$ cat config.mk
export PLATFORM = sky130hd
export DESIGN_NAME = lapedge_window
export DESIGN_NICKNAME = d
export VERILOG_FILES = /design/src/rtl/lapedge_pkg.sv /design/src/rtl/lapedge_window.sv
export SDC_FILE = /design/constraint.sdc
export NUM_CORES = 1
export LEC_CHECK = 0
export BUFFER_PORTS_ARGS = -buffer_cell sky130_fd_sc_hd__buf_2
export CORE_MARGIN = 4
export CORE_UTILIZATION = 40
export DETAILED_ROUTE_END_ITERATION = 16
export GPL_TIMING_DRIVEN = 1
export HOLD_SLACK_MARGIN = 0.02
export MAX_ROUTING_LAYER = met4
export PLACE_DENSITY = 0.6
export SYNTH_ARGS = -nofsm -noshare
export SYNTH_HDL_FRONTEND = slang
export SYNTH_SLANG_ARGS = --single-unit
$ cat constraint.sdc
create_clock -name clk -period 6.3 [get_ports clk]
set_input_delay 0 -clock clk [delete_from_list [all_inputs] [get_ports clk]]
set_output_delay 0 -clock clk [all_outputs]
set_load 0.1 [all_outputs]
$ cat src/rtl/lapedge_pkg.sv
`timescale 1ns / 1ps

package lapedge_pkg;

    localparam int PADDR_W = 4;
    localparam int PDATA_W = 32;
    localparam int ROW_W   = 13;

    localparam logic [1:0] REG_FRAME_WIDTH    = 2'd0;
    localparam logic [1:0] REG_FRAME_HEIGHT   = 2'd1;
    localparam logic [1:0] REG_EDGE_THRESHOLD = 2'd2;

    localparam logic [10:0] FRAME_WIDTH_RST    = 11'd1024;
    localparam logic [11:0] FRAME_HEIGHT_RST   = 12'd1;
    localparam logic [11:0] EDGE_THRESHOLD_RST = 12'd0;

    localparam logic [15:0] GRAY_R    = 16'd77;
    localparam logic [15:0] GRAY_G    = 16'd150;
    localparam logic [15:0] GRAY_B    = 16'd29;
    localparam logic [15:0] GRAY_RND  = 16'd128;

    typedef struct packed {
        logic [7:0] red;
        logic [7:0] green;
        logic [7:0] blue;
        logic       flush;
    } pix_in_t;

    typedef struct packed {
        logic              edge_res;
        logic signed [11:0] laplacian_sum;
        logic              frame_end;
    } pix_out_t;

    typedef struct packed {
        logic final_item;
        logic row_end;
        logic pix_out;
        logic drain;
        logic use_newer;
        logic use_older;
    } pos_t;

    typedef struct packed {
        logic [7:0] older;
        logic [7:0] newer;
    } row_pair_t;

endpackage

$ cat src/rtl/lapedge_window.sv
`timescale 1ns / 1ps

module lapedge_window (
    input  logic                      clk,
    input  logic                      rst_n,
    input  logic                      go,
    input  lapedge_pkg::pos_t         pos,
    input  logic [7:0]                top_pix,
    input  logic [7:0]                mid_pix,
    input  logic [7:0]                bot_pix,
    input  logic signed [11:0]        threshold,
    output lapedge_pkg::pix_out_t     result
);
    import lapedge_pkg::*;

    logic [7:0]         win_reg [3][3];
    logic               first_col_reg;
    logic [7:0]         col_in [3];
    logic [7:0]         lft [3];
    logic [7:0]         rgt [3];
    logic [10:0]        ring;
    logic signed [11:0] sum;

    always_comb
    begin
        col_in[0] = top_pix;
        col_in[1] = mid_pix;
        col_in[2] = bot_pix;
        for (int k = 0; k < 3; k++)
        begin
            lft[k] = first_col_reg ? win_reg[k][2] : win_reg[k][1];
            rgt[k] = pos.pix_out ? col_in[k] : win_reg[k][2];
        end
        ring = 11'(lft[0]) + 11'(win_reg[0][2]) + 11'(rgt[0])
             + 11'(lft[1]) + 11'(rgt[1])
             + 11'(lft[2]) + 11'(win_reg[2][2]) + 11'(rgt[2]);
        sum  = signed'({1'b0, win_reg[1][2], 3'b000}) - signed'({1'b0, ring});

        result.edge_res      = sum > threshold;
        result.laplacian_sum = sum;
        result.frame_end     = pos.final_item;
    end

    always_ff @(posedge clk or negedge rst_n)
    begin
        if (!rst_n)
        begin
            first_col_reg <= 1'b1;
            for (int k = 0; k < 3; k++)
                for (int j = 0; j < 3; j++)
                    win_reg[k][j] <= 8'd0;
        end
        else if (go)
        begin
            if (pos.final_item || pos.row_end)
                first_col_reg <= 1'b1;
            else if (pos.pix_out)
                first_col_reg <= 1'b0;
            if (!pos.final_item)
            begin
                for (int k = 0; k < 3; k++)
                begin
                    win_reg[k][0] <= win_reg[k][1];
                    win_reg[k][1] <= win_reg[k][2];
                    win_reg[k][2] <= col_in[k];
                end
            end
        end
    end

endmodule

==> impl_metrics.yaml, run 1 <==
status:
  status: "completed"
critical_path:
  reg2reg_depth: 2
  r2r_slack_ns: 5.16
  crit_type: "reg -> out"
  start_kind: "flip-flop"
  reg2reg_from: "win_reg[24]"
  required_ns: 6.30
  critPathMaxFanout: 12
  cp-end-kind: "output port"
  r2r_end: "win_reg[24]"
  critical_path_arrival_ns: 6.10
global_routing:
  grt.total_usage: 0.145
  antenna_found_initial: 0
  grt_max_degree: 54
  grt_pass1_wl_mm: 15.1
  grt_overflow: 0
  grt_pass1_vias: 3259
logic_synthesis:
  synth-edff-count: 0
  synth_top_flop_cell: "dfrtp_1"
  netlist_instances: 411
  avgSynthCellArea_um2: 11.2
  yosysUniqueCellTypes: 37
  synth_warnings: 0
  synth_nets: 540
  synth_seq_cells: 49
  async_flop_share: 1.00
  yosysSeqAreaShare: 0.268
  syn_area_um2: 4590
cells_and_area:
  multi_input_area_um2: 3170
  finish.utilization: 0.516
  num_antenna_cells: 0
  nNetsFinal: 620
  drive_gt1_frac: 0.325
  areaGrowthSynthToFinish_pct: 24.2
  largest_register_ffs: 48
  final-seq-area_um2: 1230
  n_fill_cell: 1004
cts:
  clk-insertion-delay-late_ns: 0.29
  path_clk_slew_ns: 0.07
  cts.sinks: 49
  cts_tree: "done"
  cts.path.max_buffers: 2
  cts_buffers: 5
  cts_max_level: 2
  root_buffer: "clkbuf_16"
routing:
  vias: 3046
  totalWireLength_mm: 8.68
  wl_met2_mm: 4.46
  routed.top_layer: "met4"
  drt_first_pass_iters: 4
  drc: 0
  post_drt_via_cell_ratio: 4.82
  wl_per_cell_um: 13.7
  drtIter0Drc: 92
  wl_met3_um: 232
  wl_met1_mm: 3.93
  ant_nets: 0
timing:
  fin_skew_ns: 0.00116
  setup_viol: 0
  fin_ws_ns: 0.200
  hold_viol: 0
  slew_headroom: 0.511
  worst_pin_slew_ns: 0.734
  slew_viol_final: 0
  fin_crit_ns: 6.10
  grt_setup_unrepaired: "false"
  min_period_over_period: 0.968
  fmax_mhz: 164
  tns_ns: 0
die:
  core_area_um2: 11000
  ios: 59
  rows: 38
  dieArea_um2: 13200
  die_y_um: 115
  start_util: 0.416
  fp.dieW_um: 115
hold_path:
  worstHoldStart: "pos[3]"
  min_path_cells: 4
  hold_path_class: "in -> reg"
  whs_endpoint: "first_col_reg"
placed_design:
  io_buffers: 55
  place_congestion: 0.730
  pre_cts_ws_ns: 0.358
  hpwl_mm: 6.58
flow_run:
  drv_cap: 0
[stage by stage]
stage / hold WS (ns) / cells / cell area [um2]
after floorplan: -0.296 / 411 / 4760
after global placement: 0.161 / 595 / 5200
after detailed placement: 0.158 / 595 / 5200
after CTS: 0.333 / 630 / 5640
after global routing: 0.391 / 632 / 5700
final: 0.334 / 632 / 5700
[cells in the final DEF (no fill, tap or decap), types with 2 or more instances in the layout]
cell type	synthesis	layout
mux2i_1	22	22
ha_1	31	29
a21o_2	2	2
dlygate4sd3_1	0	27
dfrtp_1	48	48
xnor2_2	0	2
mux2_2	68	68
a21o_1	4	4
buf_12	0	2
a21oi_1	12	9
o21a_1	2	2
o21ai_0	11	9
buf_2	10	54
nor2_1	5	5
o21ai_1	2	4
buf_4	1	3
xor2_2	0	2
inv_1	87	87
clkbuf_16	0	6
xnor2_1	8	2
xnor2_4	0	4
nand3_1	2	2
a21oi_4	0	2
fa_1	53	53
a21oi_2	2	3
nand2_1	18	18
[critical path, cell delays in order (launching register included)]
cell and delay (ns):
dfstp_2 0.56, buf_4 0.14, clkbuf_16 0.19, mux2_2 0.36, fa_1 0.41, fa_1 0.54
inv_1 0.05, fa_1 0.48, inv_1 0.06, fa_1 0.56, inv_1 0.05, ha_2 0.19
or3_4 0.39, a211oi_2 0.21, o21ai_1 0.12, a21oi_2 0.25, xnor2_4 0.08, ha_1 0.29
and4_1 0.22, nand3_1 0.12, nand2b_4 0.17, a31oi_4 0.20, buf_12 0.19
[synthesized netlist by cell type (3+ instances only)]
master	number	area (um2)
xnor2_1	8	70.1
mux2i_1	22	220
nand2_1	18	67.6
a21oi_1	12	60.1
buf_2	10	50.1
xor2_1	3	26.3
o21ai_0	11	55.1
a21o_1	4	30.0
ha_1	31	388
dfrtp_1	48	1200
mux2_2	68	766
fa_1	53	1060
nor2_1	5	18.8
inv_1	87	327
clkbuf_1	3	11.3
[worst max-delay path by stage]
stage	from	end	slack, ns	cells after the start
finish	first_col_reg	result[13]	0.20	22
global route	first_col_reg	result[13]	0.03	21
CTS	first_col_reg	result[13]	0.03	21
detailed placement	first_col_reg	result[13]	0.36	21
global placement	first_col_reg	result[13]	0.38	21
floorplan	first_col_reg	result[13]	0.02	20
[kinds of logic after synthesis]
family,share of synthesized area
multiplexers,0.215
buffers and inverters,0.0862
AND/OR/NAND/NOR,0.0306
AO/OA/AOI/OAI,0.0636
adder cells (fa/ha/maj),0.316
flip-flops,0.268
XOR/XNOR,0.0210
[metal layers]
layer	global-route usage	up-vias
li1	-	1495
met1	0.190	1513
met2	0.241	31
met3	0.0242	7
met4	0.0235	0
met5	-	-
[repair_timing]
action	in CTS	in global routing
buffers inserted	0	1
gates resized for setup	0	5
setup endpoints to repair	0	1
hold buffers	27	0
hold endpoints to repair	73	0
[layout make-up]
type | count | share of cell area
Inverter | 87 | 0.0573
Tap cell | 140 | 0.0308
Multi-Input combinational cell | 261 | 0.556
Clock inverter | 1 | 0.00527
Clock buffer | 7 | 0.0250
Timing Repair Buffer | 87 | 0.110
Sequential cell | 49 | 0.216
Power of run 1 is not shown: default switching activity piles up to over one toggle a cycle in this logic, so the estimate is an artifact.
==> inputs of run 2 (changes only) <==
==> constraint.sdc (replaced) <==
create_clock -name clk -period 6.3 [get_ports clk]
set_input_delay 0.945 -clock clk [delete_from_list [all_inputs] [get_ports clk]]
set_output_delay 0.945 -clock clk [all_outputs]
set_load 0.1 [all_outputs]
==> run 2 against run 1 <==
Die area is the same. Non-clock buffer count rose by 36. Sequential cell count did not move. Largest cell class unchanged. Clock skew about the same. The run now ends with negative setup slack left. Critical path depth decreased by 1.
==> impl_metrics.yaml, run 2 (synthesis results as in run 1) <==
timing:
  fin_crit_ns: 6.81
  tns_ns: -0.515
  worst_pin_slew_ns: 0.661
  grt_setup_unrepaired: "true"
  fin_skew_ns: 0.00119
  fmax_mhz: 147
  fin_ws_ns: -0.515
  min_period_over_period: 1.08
  slew_headroom: 0.559
  hold_viol: 0
  slew_viol_final: 0
  setup_viol: 1
routing:
  drt_first_pass_iters: 4
  drc: 0
  wl_per_cell_um: 13.9
  post_drt_via_cell_ratio: 4.79
  totalWireLength_mm: 9.30
  ant_nets: 0
  vias: 3199
  drtIter0Drc: 96
cts:
  cts_max_level: 2
  path_clk_slew_ns: 0.06
  cts_hold_buf: 0
  cts_buffers: 5
  cts.path.max_buffers: 2
  clk-insertion-delay-late_ns: 0.29
  cts.sinks: 49
  root_buffer: "clkbuf_16"
  cts_tree: "done"
die:
  fp.dieW_um: 115
  core_area_um2: 11000
  start_util: 0.416
  ios: 59
  die_y_um: 115
  dieArea_um2: 13200
  rows: 38
critical_path:
  start_kind: "input port"
  cpMaxStageDelayCell: "fa_1"
  critPathMaxFanout: 11
  cpMostUsedCell: "fa_1"
  reg2reg_from: "first_col_reg"
  required_ns: 5.35
  path_cells: "buf_12 -> mux2_2 -> fa_1 -> inv_1 -> fa_1 -> fa_1 -> inv_1 -> fa_1 -> inv_2 -> ha_4 -> or3_4 -> a211oi_4 -> o21ai_2 -> a21oi_4 -> xnor2_4 -> ha_4 -> and4_4 -> nand3_4 -> o32ai_4 -> a31oi_4 -> buf_12"
  r2r_slack_ns: 5.20
  worst_path_largest_cell_delay_ns: 0.52
  critical_path_arrival_ns: 5.87
  cp-end-kind: "output port"
  crit_type: "in -> out"
  reg2reg_depth: 5
  r2r_end: "first_col_reg"
global_routing:
  grtUsageMet1: 0.200
  grtUsageMet3: 0.0247
  grt_busiest_layer: "met2"
  grt_overflow: 0
  grt_max_degree: 54
  antenna_found_initial: 0
  gr-usage-met2: 0.257
  grt_pass1_wl_mm: 16.0
  grt.total_usage: 0.155
  grt_pass1_vias: 3522
hold_path:
  whs_endpoint: "win_reg[34]"
  min_path_cells: 1
  worstHoldStart: "win_reg[34]"
  hold_path_class: "reg -> reg"
status:
  status: "finished with violations"
  violations: "negative setup slack"
cells_and_area:
  largest_register_ffs: 48
  num_antenna_cells: 0
  layout_common_cells: "83 x inv_1, 61 x mux2_2, 59 x buf_4"
  layout_commonest_cell: "inv_1"
  areaGrowthSynthToFinish_pct: 37.3
  drive_gt1_frac: 0.470
  nNetsFinal: 656
placed_design:
  place_congestion: 0.783
  hpwl_mm: 7.35
  io_buffers: 55
flow_run:
  drv_cap: 0
==> run 2: cell count changes in the layout (fill, tap and decap cells not counted), moves of 4 or more <==
cell	before	now
inv_1	87	83
buf_12	2	15
ha_1	29	22
ha_4	1	6
buf_4	3	59
buf_6	0	4
mux2_2	68	61
buf_2	54	43
inv_2	0	4
dlygate4sd3_1	27	0
mux2_4	0	7
==> run 2: metrics by stage <==
step           std cells  setup WS (ns)   util  hold WS (ns)  cell area [um2]
2_1_floorplan        411          -1.11      -         0.477             4850
3_3_place_gp         652         -0.816  0.532         0.487             5870
3_5_place_dp         652         -0.833  0.532         0.492             5870
4_1_cts              664         -0.622  0.552         0.507             6090
5_1_grt              668         -0.689  0.571         0.525             6290
6_report             668         -0.515  0.571         0.502             6290
==> run 2: worst max path at each step <==
stage	start	to	slack, ns	cells after the start
floorplan	pos[3]	result[13]	-1.11	21
global placement	pos[3]	result[13]	-0.82	19
detailed placement	pos[3]	result[13]	-0.83	19
CTS	pos[3]	result[13]	-0.62	21
global route	first_col_reg	result[13]	-0.69	22
finish	pos[3]	result[13]	-0.51	21
==> run 2: per-layer routing <==
layer | part of all wire | up-vias | routed length (um)
met5 | 0 | - | 0
met4 | 0.012 | 0 | 110
met3 | 0.027 | 9 | 251
met2 | 0.51 | 34 | 4750
met1 | 0.45 | 1596 | 4190
li1 | - | 1560 | -
==> run 2: timing repair <==
item	4_1_cts	5_1_grt
gates cloned	0	1
setup endpoints to repair	3	4
setup buffers	4	5
pin swaps	9	31
resized for setup	10	34
==> run 2: worst max-delay path: cells and delay by family <==
family / cells / cell delay [ns]
buf+inv: 5 / 0.45
fa+ha+maj: 6 / 2.41
xor+xnor: 1 / 0.11
simple gates: 3 / 0.67
mux: 1 / 0.34
compound gates: 5 / 0.93
==> run 2: layout make-up <==
cell class                      instances  area, um2
Inverter                               87        327
Clock inverter                          1       5.00
Tap cell                              140        175
Multi-Input combinational cell        261       3380
Fill cell                             943       4740
Clock buffer                            7        133
Sequential cell                        49       1230
Timing Repair Buffer                  123       1040
Power of run 2 is left out for the same reason.
==> inputs of run 3 (changes only) <==
--- a/constraint.sdc
+++ b/constraint.sdc
@@ -3,2 +3,2 @@
 set_output_delay 0.945 -clock clk [all_outputs]
-set_load 0.1 [all_outputs]
+set_load 0.01 [all_outputs]
==> run 3 against run 2 <==
The run still ends with negative setup slack left. Non-clock buffer count shrank 12. Critical path depth is 2 lower. Die area is the same. Utilization decreased by 3.6 points. Register-to-register slack improved by 0.13 ns. Clock-buffer cell count fell by 1. Final cell count down 1.8%. Fmax rose by 2.2%. Sequential share of layout area rose by 1.3 points. Design area fell by 6.3%. First-iteration DRC count shrank 36%. Sequential cell count did not move. Largest cell class unchanged.
==> impl_metrics.yaml, run 3 (synthesis results as in run 1) <==
status:
  status: "finished with violations"
  violations: "negative setup slack"
cells_and_area:
  layout_common_cells: "82 x inv_1, 63 x mux2_2, 54 x buf_2"
  fin_cells: 656
  largest_register_ffs: 48
  nNetsFinal: 644
  num_antenna_cells: 0
  n_fill_cell: 984
  areaGrowthSynthToFinish_pct: 28.6
  drive_gt1_frac: 0.438
  finish.utilization: 0.535
  layout_commonest_cell: "inv_1"
critical_path:
  worst_path_largest_cell_delay_ns: 0.53
  required_ns: 5.35
  cpMaxStageDelayCell: "fa_1"
  crit_type: "in -> out"
  cp-end-kind: "output port"
  path_cells: "bufbuf_16 -> mux2_2 -> fa_1 -> inv_1 -> fa_1 -> fa_1 -> fa_1 -> ha_2 -> or3_4 -> a211oi_2 -> o21ai_1 -> a21oi_2 -> xnor2_2 -> ha_1 -> and4_4 -> nand3_4 -> nand2b_4 -> a31oi_4 -> buf_2"
  critPathTopFamily: "adder cells"
  critPathMaxFanout: 5
  cpMostUsedCell: "fa_1"
  r2r_slack_ns: 5.33
  start_kind: "input port"
  critPathBufInv: 3
  critical_path_arrival_ns: 5.73
timing:
  fin_skew_ns: 0.00498
  slew_headroom: 0.556
  worst_pin_slew_ns: 0.667
  setup_viol: 1
  slew_viol_final: 0
  hold_slack_ns: 0.502
  fmax_mhz: 150
  grt_setup_unrepaired: "true"
  fin_crit_ns: 6.67
  min_period_over_period: 1.06
  fin_ws_ns: -0.370
  hold_viol: 0
  tns_ns: -0.370
global_routing:
  grt_pass1_wl_mm: 15.6
  grt_overflow: 0
  grt_max_degree: 54
  antenna_found_initial: 0
  grt.total_usage: 0.154
  grt_pass1_vias: 3380
cts:
  cts_hold_buf: 0
  cts_tree: "done"
  clk-insertion-delay-late_ns: 0.29
  root_buffer: "clkbuf_16"
  cts_buffers: 5
  cts_max_level: 2
  path_clk_slew_ns: 0.06
  cts.sinks: 49
  cts.path.max_buffers: 2
die:
  die_y_um: 115
  dieArea_um2: 13200
  start_util: 0.416
  core_area_um2: 11000
  ios: 59
  fp.dieW_um: 115
  rows: 38
routing:
  ant_nets: 0
  wl_per_cell_um: 13.8
  totalWireLength_mm: 9.08
  vias: 3142
  drt_first_pass_iters: 4
  post_drt_via_cell_ratio: 4.79
  drc: 0
  drtIter0Drc: 61
placed_design:
  dp.cells: 639
  place_congestion: 0.770
  io_buffers: 55
  hpwl_mm: 7.01
flow_run:
  drv_cap: 0
hold_path:
  hold_path_class: "reg -> reg"
-- run 3: changes by cell type in the layout (fill, tap and decap cells not counted), moves of 2 or more --
cell,change
a21oi_2,+4
a21oi_4,-4
buf_12,-8
buf_2,+11
buf_4,-13
clkbuf_1,-2
ha_1,+2
mux2_2,+2
mux2_4,-2
xnor2_1,+5
xnor2_4,-5
xor2_1,+3
xor2_2,-2
-- run 3: per-layer routing --
layer / share of wire / GRT usage
met3: 0.027 / 0.0289
met1: 0.43 / 0.187
met5: 0 / -
met4: 0.012 / 0.0407
met2: 0.53 / 0.263
-- run 3: layout make-up --
type	count	area, um2	area share
multi-input combinational	261	3170	0.538
tap	140	175	0.0297
inverter	87	327	0.0554
clock inverter	2	37.5	0.00636
clock buffer	6	139	0.0235
sequential	49	1230	0.208
timing repair buffer	111	822	0.139
-- run 3: repair_timing --
action / 4_1_cts / 5_1_grt
gates cloned: 1 / 0
buffers inserted: 6 / 2
gates resized for setup: 12 / 22
pin swaps: 8 / 14
endpoints found under the setup margin: 1 / 1
-- run 3: worst paths after layout --
check	start	endpoint	depth (start not counted)
max	pos[3]	result[13]	19
min	win_reg[15]	win_reg[15]	1
max reg2reg	win_reg[24]	win_reg[32]	2
min reg2reg	win_reg[15]	win_reg[15]	1
max in group asynchronous	rst_n	win_reg[62]	2
min in group asynchronous	rst_n	win_reg[24]	2
-- run 3: stage by stage --
step | cell area, um2 | worst slack, ns
4_1_cts | 5790 | -0.466
5_1_grt | 5900 | -0.563
3_3_place_gp | 5470 | -0.642
6_report | 5900 | -0.370
3_5_place_dp | 5470 | -0.697
2_1_floorplan | 4700 | -0.185
Power of run 3 is left out for the same reason.
