### src/rtl/lapedge_pkg.sv
`timescale 1ns / 1ps

package lapedge_pkg;

    localparam int PADDR_W = 4;
    localparam int PDATA_W = 32;
    localparam int ROW_W   = 13;

    localparam logic [1:0] REG_FRAME_WIDTH    = 2'd0;
    localparam logic [1:0] REG_FRAME_HEIGHT   = 2'd1;
    localparam logic [1:0] REG_EDGE_THRESHOLD = 2'd2;

    localparam logic [10:0] FRAME_WIDTH_RST    = 11'd1024;
    localparam logic [11:0] FRAME_HEIGHT_RST   = 12'd1;
    localparam logic [11:0] EDGE_THRESHOLD_RST = 12'd0;

    localparam logic [15:0] GRAY_R    = 16'd77;
    localparam logic [15:0] GRAY_G    = 16'd150;
    localparam logic [15:0] GRAY_B    = 16'd29;
    localparam logic [15:0] GRAY_RND  = 16'd128;

    typedef struct packed {
        logic [7:0] red;
        logic [7:0] green;
        logic [7:0] blue;
        logic       flush;
    } pix_in_t;

    typedef struct packed {
        logic              edge_res;
        logic signed [11:0] laplacian_sum;
        logic              frame_end;
    } pix_out_t;

    typedef struct packed {
        logic final_item;
        logic row_end;
        logic pix_out;
        logic drain;
        logic use_newer;
        logic use_older;
    } pos_t;

    typedef struct packed {
        logic [7:0] older;
        logic [7:0] newer;
    } row_pair_t;

endpackage

### src/rtl/lapedge_ctrl.sv
`timescale 1ns / 1ps

module lapedge_ctrl #(
    parameter int MAX_WIDTH = 1024
) (
    input  logic                       clk,
    input  logic                       rst_n,
    input  logic [10:0]                frame_width,
    input  logic [11:0]                frame_height,
    input  logic                       accept,
    input  lapedge_pkg::pix_in_t       in_data,
    output logic [$clog2(MAX_WIDTH)-1:0] rd_addr,
    output lapedge_pkg::pos_t          s1_pos,
    output logic [$clog2(MAX_WIDTH)-1:0] s1_addr,
    output logic [7:0]                 s1_gray
);
    import lapedge_pkg::*;

    localparam int AW = $clog2(MAX_WIDTH);
    localparam int CW = (AW + 1 > 11) ? AW + 1 : 11;

    logic [AW-1:0]    col_reg;
    logic [AW-1:0]    col_next;
    logic [ROW_W-1:0] row_reg;
    logic [ROW_W-1:0] row_next;
    pos_t             s1_pos_reg;
    logic [AW-1:0]    s1_addr_reg;
    logic [7:0]       s1_gray_reg;

    logic [CW-1:0]    w_eff;
    logic [11:0]      h_eff;
    logic             wrap;
    logic [AW-1:0]    col;
    logic [ROW_W-1:0] row;
    logic [CW-1:0]    col_inc;
    logic [15:0]      gray_acc;
    logic [7:0]       gray;
    pos_t             pos;

    always_comb
    begin
        if (frame_width == 11'd0)
            w_eff = CW'(1);
        else if (CW'(frame_width) > CW'(MAX_WIDTH))
            w_eff = CW'(MAX_WIDTH);
        else
            w_eff = CW'(frame_width);
        h_eff = (frame_height == 12'd0) ? 12'd1 : frame_height;

        wrap = CW'(col_reg) >= w_eff;
        col  = wrap ? '0 : col_reg;
        row  = wrap ? row_reg + ROW_W'(1) : row_reg;

        pos.final_item = row >= ROW_W'(h_eff) + ROW_W'(1);
        pos.drain      = row >= ROW_W'(h_eff);
        pos.row_end    = !pos.final_item && (col == '0) && (row >= ROW_W'(2));
        pos.pix_out    = !pos.final_item && (col != '0) && (row >= ROW_W'(1));
        pos.use_newer  = row >= ROW_W'(1);
        pos.use_older  = row >= ROW_W'(2);

        col_inc = CW'(col) + CW'(1);
        if (pos.final_item)
        begin
            col_next = '0;
            row_next = '0;
        end
        else if (col_inc >= w_eff)
        begin
            col_next = '0;
            row_next = row + ROW_W'(1);
        end
        else
        begin
            col_next = col_inc[AW-1:0];
            row_next = row;
        end

        gray_acc = GRAY_R * 16'(in_data.red) + GRAY_G * 16'(in_data.green)
                 + GRAY_B * 16'(in_data.blue) + GRAY_RND;
        gray     = pos.drain ? 8'd0 : gray_acc[15:8];
    end

    always_ff @(posedge clk or negedge rst_n)
    begin
        if (!rst_n)
        begin
            col_reg <= '0;
            row_reg <= '0;
        end
        else if (accept)
        begin
            col_reg <= col_next;
            row_reg <= row_next;
        end
    end

    always_ff @(posedge clk)
    begin
        if (accept)
        begin
            s1_pos_reg  <= pos;
            s1_addr_reg <= col;
            s1_gray_reg <= gray;
        end
    end

    assign rd_addr = col;
    assign s1_pos  = s1_pos_reg;
    assign s1_addr = s1_addr_reg;
    assign s1_gray = s1_gray_reg;

endmodule

### config.mk
export PLATFORM = sky130hd
export DESIGN_NAME = lapedge_ctrl
export DESIGN_NICKNAME = d
export VERILOG_FILES = /design/src/rtl/lapedge_pkg.sv /design/src/rtl/lapedge_ctrl.sv
export SDC_FILE = /design/constraint.sdc
export NUM_CORES = 1
export LEC_CHECK = 0
export ABC_AREA = 1
export BUFFER_PORTS_ARGS = -buffer_cell sky130_fd_sc_hd__buf_2
export CAP_MARGIN = 20
export CORE_ASPECT_RATIO = 1.25
export CORE_MARGIN = 5
export CORE_UTILIZATION = 30
export CTS_CLUSTER_SIZE = 30
export DETAILED_ROUTE_END_ITERATION = 10
export GPL_TIMING_DRIVEN = 0
export HOLD_SLACK_MARGIN = 0.12
export PLACE_DENSITY = 0.52
export SETUP_SLACK_MARGIN = 0.05
export SYNTH_ARGS = -nofsm -noshare
export SYNTH_HDL_FRONTEND = slang
export SYNTH_SLANG_ARGS = --single-unit
### constraint.sdc
create_clock -name clk -period 7 [get_ports clk]
set_input_delay 1.4 -clock clk [delete_from_list [all_inputs] [get_ports clk]]
set_output_delay 1.4 -clock clk [all_outputs]
set_load 0.03 [all_outputs]
==> impl_metrics.yaml, run 1 <==
setup_path:
  cp-start-kind: "primary input"
  worstSetupStartpoint: "in_data[15]"
  path_max_fanout: 4
  regToRegStartpoint: "col_reg[2]$_DFFE_PN0P_"
  slowest_stage: "fa_1"
  endpoint_kind: "flop"
  slowest_delay_ps: 540
  crit_type: "in2reg"
  r2r_slack_ps: 2110
  worstPathRequired_ps: 7050
  arrival_ps: 6820
cts:
  cts_hold_buf: 0
  cts_buffer_depth: 2
  clkTransAtPathRegs_ps: 70
  cts_max_level: 2
  root_buffer: "clkbuf_16"
  cts_tree: "done"
  cts_num_sinks: 47
  numCtsBuffers: 5
  worstSkewPairLatency_ps: 300
finish:
  regArea_um2: 1296
  fillCellCount: 2768
  fin_nets: 1369
  drive_gt1_share_pct: 18.19
  stdcell_count: 1456
  area_growth_pct: 18.26
  multi_input_area_um2: 6158
  largest_reg_flops: 13
  num_antenna_cells: 0
sta:
  fin_crit_sh_pct: 96.68
  fmax_mhz: 147.8
  slew_headroom_pct: 49.92
  fin_skew_ps: 6.681
  tightest_slew_ps: 751.3
  grt_setup_unrepaired: "yes"
  maxSlewViolCount: 0
  finalCriticalPeriod_ps: 6767
  setup_violations: 0
  hold_viol: 0
detailed_routing:
  wl_um: 20410
  vias: 6800
  viasPerCell: 4.670
  drc: 0
  firstDrtPassIters: 5
  drt_iter0_drc: 195
  ant_nets: 0
  wire_per_inst_um: 14.02
global_routing:
  antenna_found_initial: 0
  grt_max_degree: 30
  grt_pass1_vias: 7142
  track_usage_pct: 13.98
  grt_pass1_wl_um: 34350
  grt_overflow: 0
synthesis:
  syn_area_um2: 7920
  ys_warn_count: 0
  netlist_instances: 1017
  ys_types: 47
  synthFlopType: "edfxtp_1"
  avgSynthCellArea_um2: 7.788
  synth-seq-cells: 47
  synth_edf_count: 24
  syn-num-nets: 1271
  synth_area_leaders: "ha_1 (23%), fa_1 (14%), nand2_1 (9.8%)"
  yosysSeqAreaShare_pct: 16.37
  async_flop_share_pct: 48.94
  synth_top_area_cell: "ha_1"
  synth.top_cell.area_share_pct: 23.38
floorplan:
  design.core.area_um2: 26010
  die_w_um: 155.3
  rows: 66
  die_height_um: 191.7
  initial_core_util_pct: 30.45
  io_pins: 85
  die_area_um2: 29770
placement:
  port_buffers: 83
  post-place-cells: 1440
  detailed_place_hpwl_um: 17680
  gp_congestion: 0.8828
run:
  cap_violations: 0
outcome:
  status: "complete, no violations"
hold_path:
  hold_path_class: "reg2reg"
  min-delay-start: "row_reg[11]$_DFFE_PN0P_"
[routing by layer]
| layer | wire length, µm | global-route usage [%] | vias up |
|---|---|---|---|
| li1 | - | - | 3485 |
| met1 | 8585 | 16.59 | 3168 |
| met2 | 10690 | 27.00 | 124 |
| met3 | 734 | 0.8790 | 23 |
| met4 | 398 | 3.705 | 0 |
| met5 | 0 | 0 | - |
[path summary, 6_finish.rpt]
| kind | endpoint | cells past startpoint |
|---|---|---|
| max | s1_gray[6]$_SDFFCE_PP0P_ | 27 |
| min | row_reg[11]$_DFFE_PN0P_ | 2 |
| max reg2reg | row_reg[6]$_DFFE_PN0P_ | 28 |
| min reg2reg | row_reg[11]$_DFFE_PN0P_ | 2 |
| max in group asynchronous | col_reg[1]$_DFFE_PN0P_ | 1 |
| min in group asynchronous | row_reg[0]$_DFFE_PN0P_ | 1 |
[worst max-delay path: cells and delay by family]
kind,cells,cell delay (ps)
compound gates,4,560
xor+xnor,1,170
fa+ha+maj,11,3970
buf+inv,6,360
simple gates,5,370
[cells in the final DEF, fill, tap and decap left out, types with 8 or more instances in the layout]
| cell | count |
|---|---|
| nand2_1 | 200 |
| nand3_1 | 55 |
| nor2_2 | 11 |
| edfxtp_1 | 24 |
| nor3_1 | 16 |
| fa_1 | 54 |
| a21oi_1 | 35 |
| o21ai_0 | 23 |
| nor2_4 | 8 |
| buf_2 | 80 |
| ha_1 | 131 |
| ha_4 | 15 |
| nor2_1 | 71 |
| inv_1 | 191 |
| nand4_1 | 18 |
| dfrtp_1 | 23 |
| inv_2 | 12 |
| buf_4 | 11 |
| nand2_2 | 16 |
| xor2_1 | 30 |
[stage by stage]
stage	setup TNS [ps]	hold slack, ps	setup WS (ps)	utilization (%)	cell area [µm²]
after floorplan	0	471.0	55.26	-	8030
after global placement	-1948	510.7	-501.0	34.10	8871
after detailed placement	-2531	516.4	-544.2	34.10	8871
after CTS	0	535.4	72.95	35.29	9179
after global routing	-10.34	553.8	-10.34	36.01	9366
final	0	539.7	232.6	36.01	9366
[kinds of logic (layout without fill, tap and decap cells)]
group / after synthesis / count (layout) / share of synthesized area (%)
DFF: 47 / 47 / 16.37
and+or+nand+nor: 414 / 414 / 23.84
adders and majority gates: 203 / 203 / 37.28
buffers and inverters: 211 / 310 / 10.33
xor gates and xnor gates: 40 / 40 / 4.755
AOI/OAI and AO/OA: 102 / 102 / 7.425
[synthesized netlist by cell type, types with 9 or more instances]
master	number
nand4_1	18
nor2_1	74
xor2_1	31
ha_1	148
fa_1	55
o21ai_0	26
nand3_1	55
edfxtp_1	24
nor3_1	18
a21oi_1	40
nor2_2	10
nand2_2	9
inv_1	199
dfrtp_1	23
nand2_1	207
[repair_timing]
action | CTS | global route
setup buffers | 3 | 5
hold endpoints to repair | 0 | 0
pin swaps | 21 | 38
endpoints found under the setup margin | 3 | 14
gates resized for setup | 22 | 40
[layout make-up]
cell class / count / area share [%]
multi-input cells: 759 / 65.75
flip-flops and latches: 47 / 13.84
inverters: 204 / 8.202
repair buffers: 91 / 5.303
well taps: 340 / 4.542
clock buffers: 5 / 1.336
plain buffers: 7 / 0.5343
clock inverters: 3 / 0.4943
Power of run 1 is not shown: default switching activity piles up to over one toggle a cycle in this logic, so the estimate is an artifact.
==> run 2: changes to the inputs <==
--- a/config.mk
+++ b/config.mk
@@ -16,6 +16,7 @@
 export GPL_TIMING_DRIVEN = 0
 export HOLD_SLACK_MARGIN = 0.12
 export PLACE_DENSITY = 0.52
+export RECOVER_POWER = 50
 export SETUP_SLACK_MARGIN = 0.05
 export SYNTH_ARGS = -nofsm -noshare
 export SYNTH_HDL_FRONTEND = slang
==> run 2 against run 1 <==
  * The run now ends with max-capacitance violations, max-slew violations left
  * Register-to-register slack about the same
  * Routed wire length hardly changed
  * Maximum frequency hardly changed
  * Sequential share of layout area about the same
  * Sequential cell count did not move
  * Setup slack is essentially flat
  * Critical path depth unchanged
  * Core utilization decreased by 0.091 points
  * Die area stayed put
  * First-iteration DRC count unchanged
  * Cell area shrank 0.25%
  * Critical path type unchanged
  * Critical endpoint unchanged
  * Highest routed layer unchanged
==> impl_metrics.yaml, run 2 (synthesized netlist as in run 1, its figures left out) <==
sta:
  slew_headroom_pct: -20.15
  maxSlewViolCount: 30
  hold_viol: 0
  setup_violations: 0
  tightest_slew_ps: 1802
  finalSetupTns_ps: 0
  finalCriticalPeriod_ps: 6768
  fmax_mhz: 147.8
  whs_ps: 539.6
  fin_crit_sh_pct: 96.68
  fin_skew_ps: 6.729
  grt_setup_unrepaired: "yes"
detailed_routing:
  viasPerCell: 4.674
  wire_per_inst_um: 14.03
  drc: 0
  firstDrtPassIters: 5
  drt_iter0_drc: 195
  wl_um: 20420
  vias: 6805
  ant_nets: 0
placement:
  port_buffers: 83
  gp_congestion: 0.8828
  post-place-cells: 1440
  detailed_place_hpwl_um: 17680
cts:
  clkTransAtPathRegs_ps: 70
  numCtsBuffers: 5
  cts_tree: "done"
  worstSkewPairLatency_ps: 300
  root_buffer: "clkbuf_16"
  cts_num_sinks: 47
  cts_buffer_depth: 2
  cts_max_level: 2
floorplan:
  die_height_um: 191.7
  io_pins: 85
  design.core.area_um2: 26010
  die_w_um: 155.3
  initial_core_util_pct: 30.45
  die_area_um2: 29770
  rows: 66
hold_path:
  hold_path_class: "reg2reg"
outcome:
  violations: "max-capacitance violations, max-slew violations"
  status: "complete, but fails checks"
setup_path:
  cp-start-kind: "primary input"
  crit_type: "in2reg"
  worstPathRequired_ps: 7050
  arrival_ps: 6820
  endpoint_kind: "flop"
  path_max_fanout: 4
finish:
  largest_reg_flops: 13
  stdcell_count: 1456
  area_growth_pct: 17.96
  num_antenna_cells: 0
  final_common_cell: "nand2_1"
  final_cell_mix: "nand2_1 (200), inv_1 (191), ha_1 (131)"
  drive_gt1_share_pct: 16.49
  utilization_pct: 35.92
  fin_nets: 1369
run:
  cap_violations: 1
global_routing:
  antenna_found_initial: 0
  grt_pass1_wl_um: 34350
  grt_max_degree: 30
  track_usage_pct: 13.98
  grt_pass1_vias: 7142
  grt_overflow: 0
-- run 2: path summary, 6_finish.rpt --
path | start | end | slack (ps) | cells after the start
setup reg to reg | col_reg[2]$_DFFE_PN0P_ | row_reg[6]$_DFFE_PN0P_ | 2110 | 28
setup / recovery | in_data[15] | s1_gray[6]$_SDFFCE_PP0P_ | 230 | 27
max in group asynchronous | rst_n | col_reg[1]$_DFFE_PN0P_ | 4750 | 1
min in group asynchronous | rst_n | row_reg[0]$_DFFE_PN0P_ | 1410 | 1
hold reg to reg | row_reg[11]$_DFFE_PN0P_ | row_reg[11]$_DFFE_PN0P_ | 540 | 2
hold / removal | row_reg[11]$_DFFE_PN0P_ | row_reg[11]$_DFFE_PN0P_ | 540 | 2
-- run 2: worst max-delay path, cell delays in order --
cell and delay (ps):
buf_8 100, ha_4 230, ha_4 250, inv_2 30
fa_1 480, fa_1 540, inv_2 50, ha_4 310
nand2_2 60, inv_2 70, nand2_2 60, nand2_2 100
xor2_2 170, ha_1 260, inv_2 60, fa_1 420
fa_1 480, fa_1 510, inv_2 50, ha_4 270
ha_4 220, a21oi_4 150, o21ai_2 100, a211oi_2 260
nand2_1 80, nand2_1 70, a21oi_2 50
-- run 2: final cells by class --
cell class              instances  area (µm²)
flip-flops and latches         47        1296
fillers                      2775       16670
clock buffers                   5       125.1
multi-input cells             759        6158
plain buffers                   7       50.05
repair buffers                 91       473.0
well taps                     340       425.4
inverters                     204       768.2
clock inverters                 3       46.29
-- run 2: layer usage --
| layer | vias to the layer above | global-route usage, % | share of wire (%) |
|---|---|---|---|
| li1 | 3486 | - | - |
| met5 | - | 0 | 0 |
| met3 | 23 | 0.8790 | 3.7 |
| met2 | 123 | 27.00 | 52 |
| met4 | 0 | 3.705 | 1.9 |
| met1 | 3173 | 16.59 | 42 |
-- run 2: timing repair --
| action | 4_1_cts | 5_1_grt |
|---|---|---|
| pin swaps | 21 | 38 |
| hold buffers | 0 | 0 |
| setup buffers | 3 | 5 |
| setup endpoints to repair | 3 | 14 |
| gates resized for setup | 22 | 40 |
-- run 2: metrics by stage --
stage | area, µm² | worst slack (ps)
after floorplan | 8030 | 55.26
after global placement | 8871 | -501.0
after detailed placement | 8871 | -544.2
after CTS | 9179 | 72.95
after global routing | 9343 | -10.34
final | 9343 | 232.2
Power of run 2 is left out for the same reason.
==> run 3: changes to the inputs <==
--- a/config.mk
+++ b/config.mk
@@ -8,7 +8,7 @@
 export ABC_AREA = 1
 export BUFFER_PORTS_ARGS = -buffer_cell sky130_fd_sc_hd__buf_2
 export CAP_MARGIN = 20
-export CORE_ASPECT_RATIO = 1.25
+export CORE_ASPECT_RATIO = 0.7
 export CORE_MARGIN = 5
 export CORE_UTILIZATION = 30
 export CTS_CLUSTER_SIZE = 30
==> run 3 against run 2 <==
  * The flow still finishes with violations (max-capacitance violations, max-slew violations)
  * Routed wire length is 2.9% higher
  * Register-to-register slack better by 40 ps
  * Maximum frequency is 1.2% lower
  * Cell area is 0.36% lower
  * Cell count is 1.3% higher
  * Sequential cell count stayed put
==> impl_metrics.yaml, run 3 (synthesized netlist as in run 1, its figures left out) <==
cts:
  cts_tree: "done"
  root_buffer: "clkbuf_16"
  cts_num_sinks: 47
  worstSkewPairLatency_ps: 300
  clkTransAtPathRegs_ps: 70
  cts_max_level: 2
  cts_buffer_depth: 2
  numCtsBuffers: 5
setup_path:
  r2r_slack_ps: 2150
  cp_common_cell: "fa_1"
  slowest_delay_ps: 540
  worstPathRequired_ps: 7050
  crit_type: "in2reg"
  slowest_stage: "fa_1"
  cp-start-kind: "primary input"
  crit_chain: "buf_8 > ha_4 > ha_4 > inv_2 > fa_1 > fa_1 > inv_2 > ha_4 > buf_6 > xnor2_4 > fa_1 > fa_1 > inv_1 > fa_1 > inv_1 > fa_1 > ha_4 > ha_4 > a21oi_4 > o21ai_2 > a211oi_2 > nand2_1 > xor2_1 > nor2_1"
  regToRegStartpoint: "col_reg[2]$_DFFE_PN0P_"
  path_max_fanout: 5
  worstSetupStartpoint: "in_data[15]"
  endpoint_kind: "flop"
  arrival_ps: 6900
  critPathTopFamily: "adder cells"
  crit_buf_inv: 6
detailed_routing:
  wire_per_inst_um: 14.25
  drt_iter0_drc: 408
  vias: 6669
  wl_um: 21010
  firstDrtPassIters: 5
  ant_nets: 0
  drc: 0
  viasPerCell: 4.521
global_routing:
  grt_pass1_vias: 6417
  grt_overflow: 0
  grt_pass1_wl_um: 34360
  track_usage_pct: 14.12
  antenna_found_initial: 0
  grt_max_degree: 30
sta:
  fin_crit_sh_pct: 97.87
  slew_headroom_pct: -18.40
  maxSlewViolCount: 30
  fin_skew_ps: 10.65
  hold_viol: 0
  finalCriticalPeriod_ps: 6851
  tightest_slew_ps: 1776
  fmax_mhz: 146.0
  grt_setup_unrepaired: "yes"
  setup_violations: 0
floorplan:
  initial_core_util_pct: 30.61
  die_w_um: 204.2
  die_height_um: 145.9
  io_pins: 85
  rows: 49
  die_area_um2: 29800
  design.core.area_um2: 25870
finish:
  largest_reg_flops: 13
  regArea_um2: 1296
  fillCellCount: 2809
  final_area_um2: 9309
  drive_gt1_share_pct: 16.28
  area_growth_pct: 17.54
  multi_input_area_um2: 6100
  final_common_cell: "nand2_1"
  fin_nets: 1371
  final_cell_mix: "nand2_1 (202), inv_1 (190), ha_1 (135)"
  num_antenna_cells: 0
outcome:
  violations: "max-capacitance violations, max-slew violations"
  status: "complete, but fails checks"
run:
  cap_violations: 1
placement:
  gp_congestion: 0.8579
  dpl_cell_area_um2: 8892
  port_buffers: 83
  detailed_place_hpwl_um: 18060
hold_path:
  hold_path_class: "reg2reg"
  min-delay-start: "row_reg[10]$_DFFE_PN0P_"
[run 3: cell count changes in the layout (fill, tap and decap cells not counted), sizes merged]
cell,previous run,this run
bufinv,1,0
inv,205,204
clkinv,0,1
buf,76,79
[run 3: worst paths after layout]
check                      cells after the start                       end
setup / recovery                              24  s1_gray[7]$_SDFFCE_PP0P_
hold / removal                                 2   row_reg[10]$_DFFE_PN0P_
setup reg to reg                              28    row_reg[6]$_DFFE_PN0P_
hold reg to reg                                2   row_reg[10]$_DFFE_PN0P_
max in group asynchronous                      1   row_reg[10]$_DFFE_PN0P_
min in group asynchronous                      1    col_reg[1]$_DFFE_PN0P_
[run 3: cell type report]
type / instances / area share, %
Multi-Input combinational cell: 759 / 65.52
Inverter: 204 / 8.253
Clock inverter: 2 / 0.1747
Clock buffer: 6 / 1.492
Buffer: 7 / 0.5376
Tap cell: 357 / 4.798
Timing Repair Buffer: 93 / 5.296
Sequential cell: 47 / 13.92
[run 3: worst reg2reg max path, delay by kind of cell (launching register included)]
family	cells	cell delay [ps]
adder cells (fa/ha/maj)	3	860
flip-flops	1	420
buffers and inverters	3	500
AO/OA/AOI/OAI	1	90
XOR/XNOR	1	200
AND/OR/NAND/NOR	20	2670
[run 3: what timing repair did]
item                                    in CTS  in global routing
setup buffers                                2                  8
endpoints found under the setup margin       3                 13
gates resized for setup                     12                 44
pin swaps                                   25                 34
hold buffers                                 0                  0
[run 3: per-layer routing]
| metal | part of all wire [%] | vias up | track usage, % | wire length [µm] |
|---|---|---|---|---|
| met2 | 39 | 100 | 19.50 | 8142 |
| li1 | - | 3472 | - | - |
| met4 | 0.36 | 0 | 1.507 | 76 |
| met3 | 3.7 | 6 | 1.002 | 768 |
| met5 | 0 | - | 0 | 0 |
| met1 | 57 | 3091 | 24.14 | 12030 |
[run 3: per-stage QoR]
step           std cells  hold WS, ps  setup TNS [ps]  utilization (%)  setup slack (ps)
2_1_floorplan       1017        471.0               0                -             55.26
3_3_place_gp        1457        507.4           -1476            34.37            -423.5
3_5_place_dp        1457        512.8           -1915            34.37            -498.0
4_1_cts             1467        529.9               0            35.25             53.88
5_1_grt             1475        547.5          -52.85            35.98            -28.90
6_report            1475        527.8               0            35.98             149.0
Power of run 3 is left out for the same reason.
